**src/losb_pkg.sv**
```systemverilog
// ----------------------------------------------------------------------------
// losb_pkg
// Shared types, constants and helper functions of the obstacle box block.
// ----------------------------------------------------------------------------
package losb_pkg;

    // configuration register indexes
    localparam logic [3:0] CFG_WIN_LO   = 4'd0;
    localparam logic [3:0] CFG_WIN_HI   = 4'd1;
    localparam logic [3:0] CFG_BAND_LO  = 4'd2;
    localparam logic [3:0] CFG_BAND_HI  = 4'd3;
    localparam logic [3:0] CFG_SAFE     = 4'd4;
    localparam logic [3:0] CFG_MIN_PTS  = 4'd5;
    localparam logic [3:0] CFG_DROP     = 4'd6;
    localparam logic [3:0] CFG_MIN_SIZE = 4'd7;

    // result status codes
    localparam logic [1:0] ST_OK       = 2'd0;
    localparam logic [1:0] ST_FEW      = 2'd1;
    localparam logic [1:0] ST_DROP_BIG = 2'd2;

    // CORDIC datapath
    localparam int          CORDIC_STEPS = 16;
    localparam logic [14:0] CORDIC_GAIN  = 15'd19898;
    localparam int          XW           = 38;
    localparam int          ZW           = 34;
    localparam int          NEAR_LIMIT   = 41;

    localparam logic signed [19:0] LEN_MAX = 20'sh7FFFF;
    localparam logic signed [19:0] LEN_MIN = -20'sh80000;

    typedef struct packed {
        logic signed [15:0] win_lo;
        logic signed [15:0] win_hi;
        logic signed [19:0] band_lo;
        logic signed [19:0] band_hi;
        logic [18:0]        safe;
        logic [10:0]        min_pts;
        logic [9:0]         drop;
        logic [18:0]        min_size;
    } t_cfg;

    // one entry handed from front to back
    typedef struct packed {
        logic               crit;
        logic               last;
        logic signed [19:0] x;
        logic signed [19:0] y;
    } t_pt;

    // arctangent table, 2^32 units per turn
    function automatic logic [31:0] atan_tab(input logic [3:0] idx);
        logic [31:0] v;
        case (idx)
            4'd0:  v = 32'd536870912;
            4'd1:  v = 32'd316933406;
            4'd2:  v = 32'd167458907;
            4'd3:  v = 32'd85004756;
            4'd4:  v = 32'd42667331;
            4'd5:  v = 32'd21354465;
            4'd6:  v = 32'd10679840;
            4'd7:  v = 32'd5340245;
            4'd8:  v = 32'd2670163;
            4'd9:  v = 32'd1335087;
            4'd10: v = 32'd667544;
            4'd11: v = 32'd333772;
            4'd12: v = 32'd166886;
            4'd13: v = 32'd83443;
            4'd14: v = 32'd41722;
            default: v = 32'd20861;
        endcase
        return v;
    endfunction

    // saturate to 20-bit signed
    function automatic logic signed [19:0] sat20(input logic signed [23:0] v);
        logic signed [19:0] r;
        if (v > 24'sd524287) begin
            r = LEN_MAX;
        end else if (v < -24'sd524288) begin
            r = LEN_MIN;
        end else begin
            r = v[19:0];
        end
        return r;
    endfunction

endpackage

```
**src/losb_queue.sv**
```systemverilog
// ----------------------------------------------------------------------------
// losb_queue
// Two-entry queue of classified points between front and back.
// ----------------------------------------------------------------------------
module losb_queue (
    input  logic           i_clk,
    input  logic           i_rst_n,
    input  logic           i_valid,
    output logic           o_ready,
    input  losb_pkg::t_pt  i_pt,
    output logic           o_valid,
    input  logic           i_ready,
    output losb_pkg::t_pt  o_pt
);

    losb_pkg::t_pt r_mem [2];
    logic          r_wp;
    logic          r_rp;
    logic [1:0]    r_cnt;
    logic          push;
    logic          pop;

    assign o_ready = (r_cnt != 2'd2);
    assign o_valid = (r_cnt != 2'd0);
    assign o_pt    = r_mem[r_rp];
    assign push    = i_valid && o_ready;
    assign pop     = o_valid && i_ready;

    // store entry
    always_ff @(posedge i_clk) begin
        if (push) begin
            r_mem[r_wp] <= i_pt;
        end
    end

    // advance pointers
    always_ff @(posedge i_clk) begin
        if (!i_rst_n) begin
            r_wp  <= 1'b0;
            r_rp  <= 1'b0;
            r_cnt <= 2'd0;
        end else begin
            if (push) r_wp <= ~r_wp;
            if (pop)  r_rp <= ~r_rp;
            r_cnt <= r_cnt + 2'(push) - 2'(pop);
        end
    end

endmodule

```
**config.mk**
```make
export PLATFORM = sky130hd
export DESIGN_NAME = losb_queue
export DESIGN_NICKNAME = d
export VERILOG_FILES = /design/src/losb_pkg.sv /design/src/losb_queue.sv
export SDC_FILE = /design/constraint.sdc
export NUM_CORES = 1
export LEC_CHECK = 0
export BUFFER_PORTS_ARGS = -buffer_cell sky130_fd_sc_hd__buf_4
export CORE_MARGIN = 2
export CORE_UTILIZATION = 54
export CTS_BUF_LIST = sky130_fd_sc_hd__clkbuf_4 sky130_fd_sc_hd__clkbuf_8
export DETAILED_ROUTE_END_ITERATION = 8
export PLACE_DENSITY = 0.81
export SETUP_SLACK_MARGIN = 0.15
export SLEW_MARGIN = 20
export SYNTH_ARGS = -nofsm -noshare
export SYNTH_HDL_FRONTEND = slang
export SYNTH_SLANG_ARGS = --single-unit
```
**constraint.sdc**
```tcl
create_clock -name i_clk -period 3.7 [get_ports i_clk]
set_clock_uncertainty 0.2 [all_clocks]
set_input_delay 0.185 -clock i_clk [delete_from_list [all_inputs] [get_ports i_clk]]
set_output_delay 0.185 -clock i_clk [all_outputs]
set_load 0.01 [all_outputs]
```
==> impl_results.md <==
- Status: completed
- WP data required: approximately 3.3 ns
- Total Routing Usage GR: 17.6%
- Sink Count: about 90
- Final layout net count: 344
- Setup TNS: 0 ns
- Max Buffers Root-to-Sink: 2
- Initial DRC Count: 86
- Core area: 6280 um^2
- CTS tree: built
- LEAKAGE: 1.90 nW
- Multiplexer share of the synthesized area: 18.2%
- Final setup viols: 0
- Syn_area_per_cell: between 20 and 25 um^2
- Synthesized cell area: about 3500 um^2
- Post-DR wirelength/cell: 16.3 um
- Post-DP Area: 4190 um^2
- CP dominant cell by count: buf_4
- Switching part of the total power: 26.3%
- Crit-path max FO: 22
- Largest family of logic cells by synthesized area: multiplexers
- Clk Latency, worst-skew pair: 0.33 ns
- Final wirelength: 6140 um
- Reg2reg setup slack: 1.70 ns
- Setup crit start kind: flip-flop
- Max-cap viol count: 0
- Post-DR vias/cell: 4.89
- Peak supply drop: 0.000464 V
- Cell chain of the critical path: buf_4, mux2_2, buf_4
- Cell count after synthesis: 155
- Global-route wire length before repair: 9320 um
- P_int: 2.08 mW
- Fin area: 4790 um^2
- Final Hold Fails: 0
- Crit path buffers/inverters: 2
- Logic gate share of total power: a little under a third
- Synth Area in Simple Gates: 1.77%
- Worst min-delay path class: in -> reg
- Starting density of the core: 55.3%
- Inst Count DP: 319
- Post-route DRC: 0
- P per Cell Area: 589 nW/um^2
- DR vias: 1837
- Final worst path period share: 61.5%
- Die area: about 7100 um^2
- Sequential share of power: 47.1%
- # rows: 29
- Worst reg2reg path startpoint: r_cnt[0]
- Chip Width: between 80 and 90 um
- Seq/Total Area, Yosys: 75.5%
- Ports: 90
- N_diodes: 0
- Drt first pass iters: 4
- Clock transition at path regs: 0.08 ns
- GP Congestion: approximately 0.65
- Area delta synth->final: 38.1%
- Max-slew violations: 0
- Synth Area in XOR/XNOR: 0.757%
- Period minus WS final: 2.28 ns
- Final non-filler cell total: 376
- GRT overflow: 0
- Seq. cell area: 2620 um^2
- CP delay by family, top: buffers and inverters
- Yosys reg bits: a little under 90
- Share of cells above drive strength 1: between 50% and 60%
- CP max-delay cell: dfxtp_2
- Slew Limit Headroom: a little over a third
- Largest net degree at the start of global routing: 43
- Hold_ws: just under 0.06 ns
- YS warnings: 0
- Largest stage delay, worst path: 0.57 ns
- CP Capture Type: output port
- Cell variety after synth: 18
- Fillers: 346
- Initial antenna violation count: 0
- Max Freq: 0.440 GHz
- Worst Path Arrival: 1.89 ns
- Clk pwr share: between 20% and 30%
- Synth Area in Compound Gates: 0.252%
- Commonest cells after routing, fill and taps aside: 91 x buf_4, 84 x edfxtp_1, 43 x dlygate4sd3_1, 40 x mux2_4, 9 x clkbuf_8
- IO buf count: 89
- Vias in the first global route: 1929
- Chip height: 84.2 um
- Postcts setup bufs: 0
- RSZ-0062 raised after global routing: false
- Detail Route Antenna Nets: 0
- CTS H-tree lvls: 3
- Pwr Total: roughly 2.8 mW
- Synthesized Nets: 203
- WS Path Type: reg -> out
- Min-delay src: i_valid
- Commonest non-fill, non-tap cell in the layout: buf_4
- Synth Area in Adders: less than 1%
- Root Buffer Master: clkbuf_8
- Dpl hpwl: around 3800 um
- Multi-input gate area: 763 um^2
- Psw: 742 uW
- Slew @ Worst Pin: 0.979 ns
- Total CTS buffers: 9
==> layer usage <==
metal / vias to the layer above / share of wire (%) / track usage [%]
li1: 875 / - / -
met2: 58 / 55 / 32.8
met4: 0 / 0.90 / 6.60
met1: 899 / 38 / 19.3
met5: - / 0 / 0
met3: 5 / 6.0 / 4.23
==> power by group through the flow <==
| stage | registers (mW) | clock network [mW] | logic, mW |
|---|---|---|---|
| 2_1_floorplan | 1.32 | 0 | 0.586 |
| 3_3_place_gp | 1.34 | 0 | 0.827 |
| 3_5_place_dp | 1.35 | 0 | 0.857 |
| 4_1_cts | 1.33 | 0.609 | 0.895 |
| 5_1_grt | 1.34 | 0.661 | 0.946 |
| 6_report | 1.33 | 0.606 | 0.887 |
==> cell usage after synthesis, drive strengths merged <==
master	instances	area (um^2)
and2	2	12.5
and3	1	6.26
buf	5	91.3
dfxtp	5	100
edfxtp	84	2520
ha	2	25.0
inv	1	3.75
mux2	42	623
mux2i	1	10.0
nand2	2	7.51
nand2b	2	12.5
nor2	1	3.75
nor2b	2	12.5
o21a	1	8.76
or2	1	6.26
xnor2	3	26.3
==> area by class of cell <==
class / count / area share (%)
clock inverters: 5 / 1.02
multi-input cells: 60 / 15.9
clock buffers: 9 / 2.58
repair buffers: 135 / 23.6
well taps: 77 / 2.01
flip-flops and latches: 89 / 54.7
inverters: 1 / 0.0783
==> cell families after synthesis <==
family                   after synthesis
AO/OA/AOI/OAI                          1
XOR/XNOR                               3
adder cells (fa/ha/maj)                2
buffers and inverters                  6
flip-flops                            89
multiplexers                          43
AND/OR/NAND/NOR                       11
==> per-stage QoR <==
step	utilization (%)	worst slack, ns
after floorplan	-	0.634
after global placement	66.4	1.55
after detailed placement	66.8	1.73
after CTS	76.4	1.40
after global routing	76.4	1.35
final	76.4	1.42
==> worst min-delay path: cells and delay by family <==
kind | cells | cell delay (ns)
muxes | 1 | 0.15
buffers and inverters | 1 | 0.08
and+or+nand+nor | 1 | 0.13
==> path summary, 6_finish.rpt <==
| check | end | cells past startpoint |
|---|---|---|
| hold / removal | r_wp | 3 |
| hold reg to reg | flip-flop | 2 |
| setup / recovery | o_pt[41] | 3 |
| setup reg to reg | r_cnt[1] | 8 |
==> flip-flops by register name (all words and copies together), names as in the netlist, named ones only <==
signal and flops:
r_rp 1, r_wp 1, r_cnt 2, r_mem 84
==> repair_timing <==
| item | in CTS | in global routing |
|---|---|---|
| hold buffers | 43 | 0 |
| endpoints found under the hold margin | 89 | 0 |
| gates resized for setup | 0 | 0 |
Note: power is estimated with default switching activity, not from simulation.
