===== src/losb_pkg.sv =====
// ----------------------------------------------------------------------------
// losb_pkg
// Shared types, constants and helper functions of the obstacle box block.
// ----------------------------------------------------------------------------
package losb_pkg;

    // configuration register indexes
    localparam logic [3:0] CFG_WIN_LO   = 4'd0;
    localparam logic [3:0] CFG_WIN_HI   = 4'd1;
    localparam logic [3:0] CFG_BAND_LO  = 4'd2;
    localparam logic [3:0] CFG_BAND_HI  = 4'd3;
    localparam logic [3:0] CFG_SAFE     = 4'd4;
    localparam logic [3:0] CFG_MIN_PTS  = 4'd5;
    localparam logic [3:0] CFG_DROP     = 4'd6;
    localparam logic [3:0] CFG_MIN_SIZE = 4'd7;

    // result status codes
    localparam logic [1:0] ST_OK       = 2'd0;
    localparam logic [1:0] ST_FEW      = 2'd1;
    localparam logic [1:0] ST_DROP_BIG = 2'd2;

    // CORDIC datapath
    localparam int          CORDIC_STEPS = 16;
    localparam logic [14:0] CORDIC_GAIN  = 15'd19898;
    localparam int          XW           = 38;
    localparam int          ZW           = 34;
    localparam int          NEAR_LIMIT   = 41;

    localparam logic signed [19:0] LEN_MAX = 20'sh7FFFF;
    localparam logic signed [19:0] LEN_MIN = -20'sh80000;

    typedef struct packed {
        logic signed [15:0] win_lo;
        logic signed [15:0] win_hi;
        logic signed [19:0] band_lo;
        logic signed [19:0] band_hi;
        logic [18:0]        safe;
        logic [10:0]        min_pts;
        logic [9:0]         drop;
        logic [18:0]        min_size;
    } t_cfg;

    // one entry handed from front to back
    typedef struct packed {
        logic               crit;
        logic               last;
        logic signed [19:0] x;
        logic signed [19:0] y;
    } t_pt;

    // arctangent table, 2^32 units per turn
    function automatic logic [31:0] atan_tab(input logic [3:0] idx);
        logic [31:0] v;
        case (idx)
            4'd0:  v = 32'd536870912;
            4'd1:  v = 32'd316933406;
            4'd2:  v = 32'd167458907;
            4'd3:  v = 32'd85004756;
            4'd4:  v = 32'd42667331;
            4'd5:  v = 32'd21354465;
            4'd6:  v = 32'd10679840;
            4'd7:  v = 32'd5340245;
            4'd8:  v = 32'd2670163;
            4'd9:  v = 32'd1335087;
            4'd10: v = 32'd667544;
            4'd11: v = 32'd333772;
            4'd12: v = 32'd166886;
            4'd13: v = 32'd83443;
            4'd14: v = 32'd41722;
            default: v = 32'd20861;
        endcase
        return v;
    endfunction

    // saturate to 20-bit signed
    function automatic logic signed [19:0] sat20(input logic signed [23:0] v);
        logic signed [19:0] r;
        if (v > 24'sd524287) begin
            r = LEN_MAX;
        end else if (v < -24'sd524288) begin
            r = LEN_MIN;
        end else begin
            r = v[19:0];
        end
        return r;
    endfunction

endpackage


===== src/losb_front.sv =====
// ----------------------------------------------------------------------------
// losb_front
// Accepts samples, applies the angle window, converts range and angle to x,y
// with an iterative CORDIC and classifies the point against the band and safe distance.
// ----------------------------------------------------------------------------
module losb_front (
    input  logic                 i_clk,
    input  logic                 i_rst_n,
    input  losb_pkg::t_cfg       i_cfg,
    input  logic                 i_valid,
    output logic                 o_ready,
    input  logic [18:0]          i_range,
    input  logic signed [15:0]   i_angle,
    input  logic                 i_last,
    output logic                 o_valid,
    input  logic                 i_ready,
    output losb_pkg::t_pt        o_pt
);

    typedef enum logic [2:0] {S_IDLE, S_MUL, S_ITER, S_DONE, S_PUSH} t_state;

    t_state                          r_state;
    logic [18:0]                     r_range;
    logic                            r_flip;
    logic                            r_keep;
    logic                            r_last;
    logic                            r_push;
    logic [3:0]                      r_i;
    logic signed [losb_pkg::XW-1:0]  r_x;
    logic signed [losb_pkg::XW-1:0]  r_y;
    logic signed [losb_pkg::ZW-1:0]  r_z;
    losb_pkg::t_pt                   r_pt;

    logic                            in_win;
    logic signed [16:0]              ang_f;
    logic                            flip;
    logic signed [losb_pkg::XW-1:0]  dx;
    logic signed [losb_pkg::XW-1:0]  dy;
    logic signed [losb_pkg::ZW-1:0]  atan_z;
    logic signed [23:0]              xr;
    logic signed [23:0]              yr;
    logic signed [19:0]              xs;
    logic signed [19:0]              ys;
    logic                            near0;
    logic                            crit;

    assign o_ready = (r_state == S_IDLE);
    assign o_valid = (r_state == S_PUSH) && r_push;
    assign o_pt    = r_pt;

    // window test and angle fold into a quarter turn
    always_comb begin
        in_win = (i_angle >= i_cfg.win_lo) && (i_angle <= i_cfg.win_hi);
        flip   = 1'b0;
        ang_f  = 17'(i_angle);
        if (i_angle > 16'sd16384) begin
            ang_f = 17'(i_angle) - 17'sd32768;
            flip  = 1'b1;
        end else if (i_angle < -16'sd16384) begin
            ang_f = 17'(i_angle) + 17'sd32768;
            flip  = 1'b1;
        end
    end

    // one rotation step
    always_comb begin
        dx     = r_x >>> r_i;
        dy     = r_y >>> r_i;
        atan_z = losb_pkg::ZW'(losb_pkg::atan_tab(r_i));
    end

    // round, undo fold, saturate and classify
    always_comb begin
        xr = 24'((r_x + losb_pkg::XW'(16384)) >>> 15);
        yr = 24'((r_y + losb_pkg::XW'(16384)) >>> 15);
        if (r_flip) begin
            xr = -xr;
            yr = -yr;
        end
        xs    = losb_pkg::sat20(xr);
        ys    = losb_pkg::sat20(yr);
        near0 = (xs < 20'(losb_pkg::NEAR_LIMIT)) && (xs > -20'(losb_pkg::NEAR_LIMIT)) &&
                (ys < 20'(losb_pkg::NEAR_LIMIT)) && (ys > -20'(losb_pkg::NEAR_LIMIT));
        crit  = r_keep && !near0 && (ys >= i_cfg.band_lo) && (ys <= i_cfg.band_hi) &&
                ($signed(21'(xs)) < $signed({2'b00, i_cfg.safe}));
    end

    // sequencer
    always_ff @(posedge i_clk) begin
        if (!i_rst_n) begin
            r_state <= S_IDLE;
            r_push  <= 1'b0;
        end else begin
            case (r_state)
                S_IDLE: begin
                    if (i_valid) begin
                        r_range <= i_range;
                        r_flip  <= flip;
                        r_keep  <= in_win;
                        r_last  <= i_last;
                        r_z     <= losb_pkg::ZW'(ang_f) <<< 16;
                        if (in_win || i_last) begin
                            r_state <= S_MUL;
                        end
                    end
                end
                S_MUL: begin
                    r_x     <= losb_pkg::XW'(r_range) * losb_pkg::XW'(losb_pkg::CORDIC_GAIN);
                    r_y     <= '0;
                    r_i     <= '0;
                    r_state <= S_ITER;
                end
                S_ITER: begin
                    if (r_z >= 0) begin
                        r_x <= r_x - dy;
                        r_y <= r_y + dx;
                        r_z <= r_z - atan_z;
                    end else begin
                        r_x <= r_x + dy;
                        r_y <= r_y - dx;
                        r_z <= r_z + atan_z;
                    end
                    r_i <= r_i + 4'd1;
                    if (r_i == 4'(losb_pkg::CORDIC_STEPS - 1)) begin
                        r_state <= S_DONE;
                    end
                end
                S_DONE: begin
                    r_pt.crit <= crit;
                    r_pt.last <= r_last;
                    r_pt.x    <= xs;
                    r_pt.y    <= ys;
                    r_push    <= crit || r_last;
                    r_state   <= S_PUSH;
                end
                S_PUSH: begin
                    if (!r_push || i_ready) begin
                        r_push  <= 1'b0;
                        r_state <= S_IDLE;
                    end
                end
                default: r_state <= S_IDLE;
            endcase
        end
    end

endmodule


===== config.mk =====
export PLATFORM = sky130hd
export DESIGN_NAME = losb_front
export DESIGN_NICKNAME = d
export VERILOG_FILES = /design/src/losb_pkg.sv /design/src/losb_front.sv
export SDC_FILE = /design/constraint.sdc
export NUM_CORES = 1
export LEC_CHECK = 0
export BUFFER_PORTS_ARGS = -buffer_cell sky130_fd_sc_hd__buf_4
export CAP_MARGIN = 0
export CORE_MARGIN = 2
export CORE_UTILIZATION = 57
export CTS_CLUSTER_SIZE = 28
export DETAILED_ROUTE_END_ITERATION = 10
export PLACE_DENSITY = 0.79
export SYNTH_ARGS = -nofsm -noshare
export SYNTH_HDL_FRONTEND = slang
export SYNTH_SLANG_ARGS = --single-unit

===== constraint.sdc =====
create_clock -name i_clk -period 6.2 [get_ports i_clk]
set_clock_uncertainty 0.05 [all_clocks]
set_input_delay 0.31 -clock i_clk [delete_from_list [all_inputs] [get_ports i_clk]]
set_output_delay 0.31 -clock i_clk [all_outputs]
set_load 0.005 [all_outputs]

==> summary.md <==
| Metric | Value |
|---|---|
| Avg Cell Area, Syn | 8.81 um2 |
| Drc violations | 0 |
| RSZ-0062 raised after global routing | yes |
| Via density | 6.03 |
| Placed insts | 4290 |
| Main synth FF type | edfxtp_1 |
| CP max stage delay | 0.55 ns |
| Final WL | 82.2 mm |
| Die Span Y | 229 um |
| Top post-synthesis cells by area | edfxtp_1 (18%), ha_1 (15%), fa_1 (7.9%) |
| Top cell family by delay on the critical path | compound AO/OA/AOI/OAI gates |
| Total CTS buffers | 28 |
| Clock sink total | 212 |
| R2R Setup Slk | -0.09 ns |
| Status | finished with violations |
| Ys async rst share | 0% |
| PnR worst setup slack | -0.0871 ns |
| Share of the synthesized area in the top cell type | 18.5% |
| Clk buf depth | 3 |
| Clock Latency Late Sink | 0.61 ns |
| Total grt overflow | 0 |
| Fmax | 159 MHz |
| Final period utilization | 101% |
| Crit end category | flop |
| Failing checks | setup timing |
| Mapped cell area | 0.0289 mm2 |
| Root Buffer | clkbuf_16 |
| Layout cells sized above 1 | 22.3% |
| Initial antenna violation count | 0 |
| Drt wl/cell | 18.5 um |
| Post-synthesis cell type count | 95 |
| Final-report max-slew violation count | 0 |
| Top cells by count, synth | ha_1 (340), inv_1 (315), nand2_1 (297) |
| Final-report hold violation count | 0 |
| Hpwl dp | 61.2 mm |
| FF-to-FF path depth | 26 |
| # diodes | 0 |
| Die width | 229 um |
| Setup violations, final | 6 |
| Vias in the first global route | 26.1k |
| GRT Total Usage | 29.3% |
| DRT antenna net count | 0 |
| Slew of the pin with the lowest slew margin | 1.17 ns |
| Crit Path Max Fanout | 5 |
| Startpoint Class | flop |
| First drt pass iteration count | 8 |
| Initial drt markers | 1919 |
| Most frequent cell after synthesis | ha_1 |
| Post-DP Area | 0.0328 mm2 |
| Crit path kind | flop to flop |
| Filler instances | 3738 |
| Worst slew margin | 21.8% |
| Seq/Total Area, Yosys | 20.9% |
| Nets | 4367 |
| CTS tree | done |
| Leading area contributor after synthesis | edfxtp_1 |
| Hold Path Class | input pin to flop |
| Setup tns final | -0.171 ns |
| First-pass GRT wire length | 127 mm |
| WP depth | 26 |
| Post-Synthesis Cells | 3280 |
| Starting Density | 57.7% |
| Post-synthesis register bit count | 212 |
| Vias | 26.7k |
| Finished Cell Area | 0.0353 mm2 |
| Core Region | 0.0501 mm2 |
| PortBufs | 174 |
| Die ar. | 0.0525 mm2 |
| Layout area overhead | 22.3% |
| Final Non-Filler Cells | 4435 |
| Htree depth | 1 |
| Num rows | 82 |
| Hold Crit Depth | 3 |
| Largest net degree at the start of global routing | 85 |
| Num ports | 215 |
| CP max stage cell | or4_4 |
| Clock-pin slew on the worst setup and hold paths | 0.06 ns |
| EDFF count, synth | 178 |
| Synth Warn # | 0 |
| Routability congestion estimate from global placement | 0.968 |
| Max-Cap Viols | 0 |
| Crit path buffers/inverters | 4 |
| Worst EP arrival | 6.52 ns |
| Synth Net Count | 3905 |
| Crit path time final | 6.29 ns |
| Critical Path RT | 6.44 ns |
## stage by stage
stage               utilization (%)  setup WS [ns]  hold WS (ns)
floorplan                         -         0.0140         0.359
global placement               65.5         -0.104         0.395
detailed placement             65.5         -0.172         0.396
CTS                            68.3       -0.00546        0.0248
global route                   70.6         -0.354        0.0602
finish                         70.6        -0.0871        0.0409
## sequential cells by signal (all words and copies together), names as in the netlist
| name | count |
|---|---|
| atan_z | 30 |
| o_pt | 42 |
| r_flip | 1 |
| r_i | 4 |
| r_keep | 1 |
| r_last | 1 |
| r_push | 1 |
| r_range | 19 |
| r_state | 3 |
| r_x | 38 |
| r_y | 38 |
| r_z | 34 |
## area by class of cell
cell class                      instances  area [um2]  area share, %
Tap cell                              672         841           2.38
Clock inverter                         19         191          0.542
Timing Repair Buffer                  568        4580           13.0
Multi-Input combinational cell       2615       21800           61.7
Sequential cell                       212        6030           17.1
Inverter                              317        1190           3.37
Clock buffer                           32         716           2.03
## placed cells by master (no fill, tap or decap), types with 81 or more instances in the layout
| master | synthesis | layout |
|---|---|---|
| mux4_2 | 81 | 81 |
| o21ai_0 | 243 | 216 |
| ha_1 | 340 | 330 |
| xnor2_1 | 170 | 169 |
| edfxtp_1 | 178 | 178 |
| fa_1 | 114 | 111 |
| nand2_1 | 297 | 291 |
| buf_4 | 2 | 512 |
| nor2_1 | 199 | 195 |
| inv_1 | 315 | 310 |
| a21oi_1 | 189 | 170 |
| xor2_1 | 131 | 130 |
## cell families after synthesis
logic type | synth area share, %
and+or+nand+nor | 16.0
AOI/OAI and AO/OA | 16.6
adders and majority gates | 22.6
buffers and inverters | 6.06
xor gates and xnor gates | 9.12
DFF | 20.9
muxes | 8.81
## routing by layer
metal / up-vias / global-route usage (%) / share of wire (%)
met3: 280 / 3.25 / 6.3
met4: 0 / 14.5 / 5.7
met2: 1116 / 51.6 / 49
li1: 12694 / - / -
met1: 12637 / 35.4 / 39
met5: - / 0 / 0
## timing repair
action	CTS	global route
setup endpoints to repair	9	26
resized for setup	18	153
pin swaps	12	64
endpoints found under the hold margin	34	0
gates cloned	0	7
hold buffers	34	0
buffers inserted	4	50
## path summary, 6_finish.rpt
kind | end | from
min reg2reg | o_pt[40] | r_last
max | r_y[36] | r_i[0]
max reg2reg | r_y[36] | r_i[0]
min | r_z[30] | i_angle[14]
## worst min-delay path: stages
cell     delay [ns]
buf_4          0.13
nand2_1        0.07
o21ai_0        0.07
Power is not shown: default switching activity piles up to over one toggle a cycle in this logic, so the estimate is an artifact.
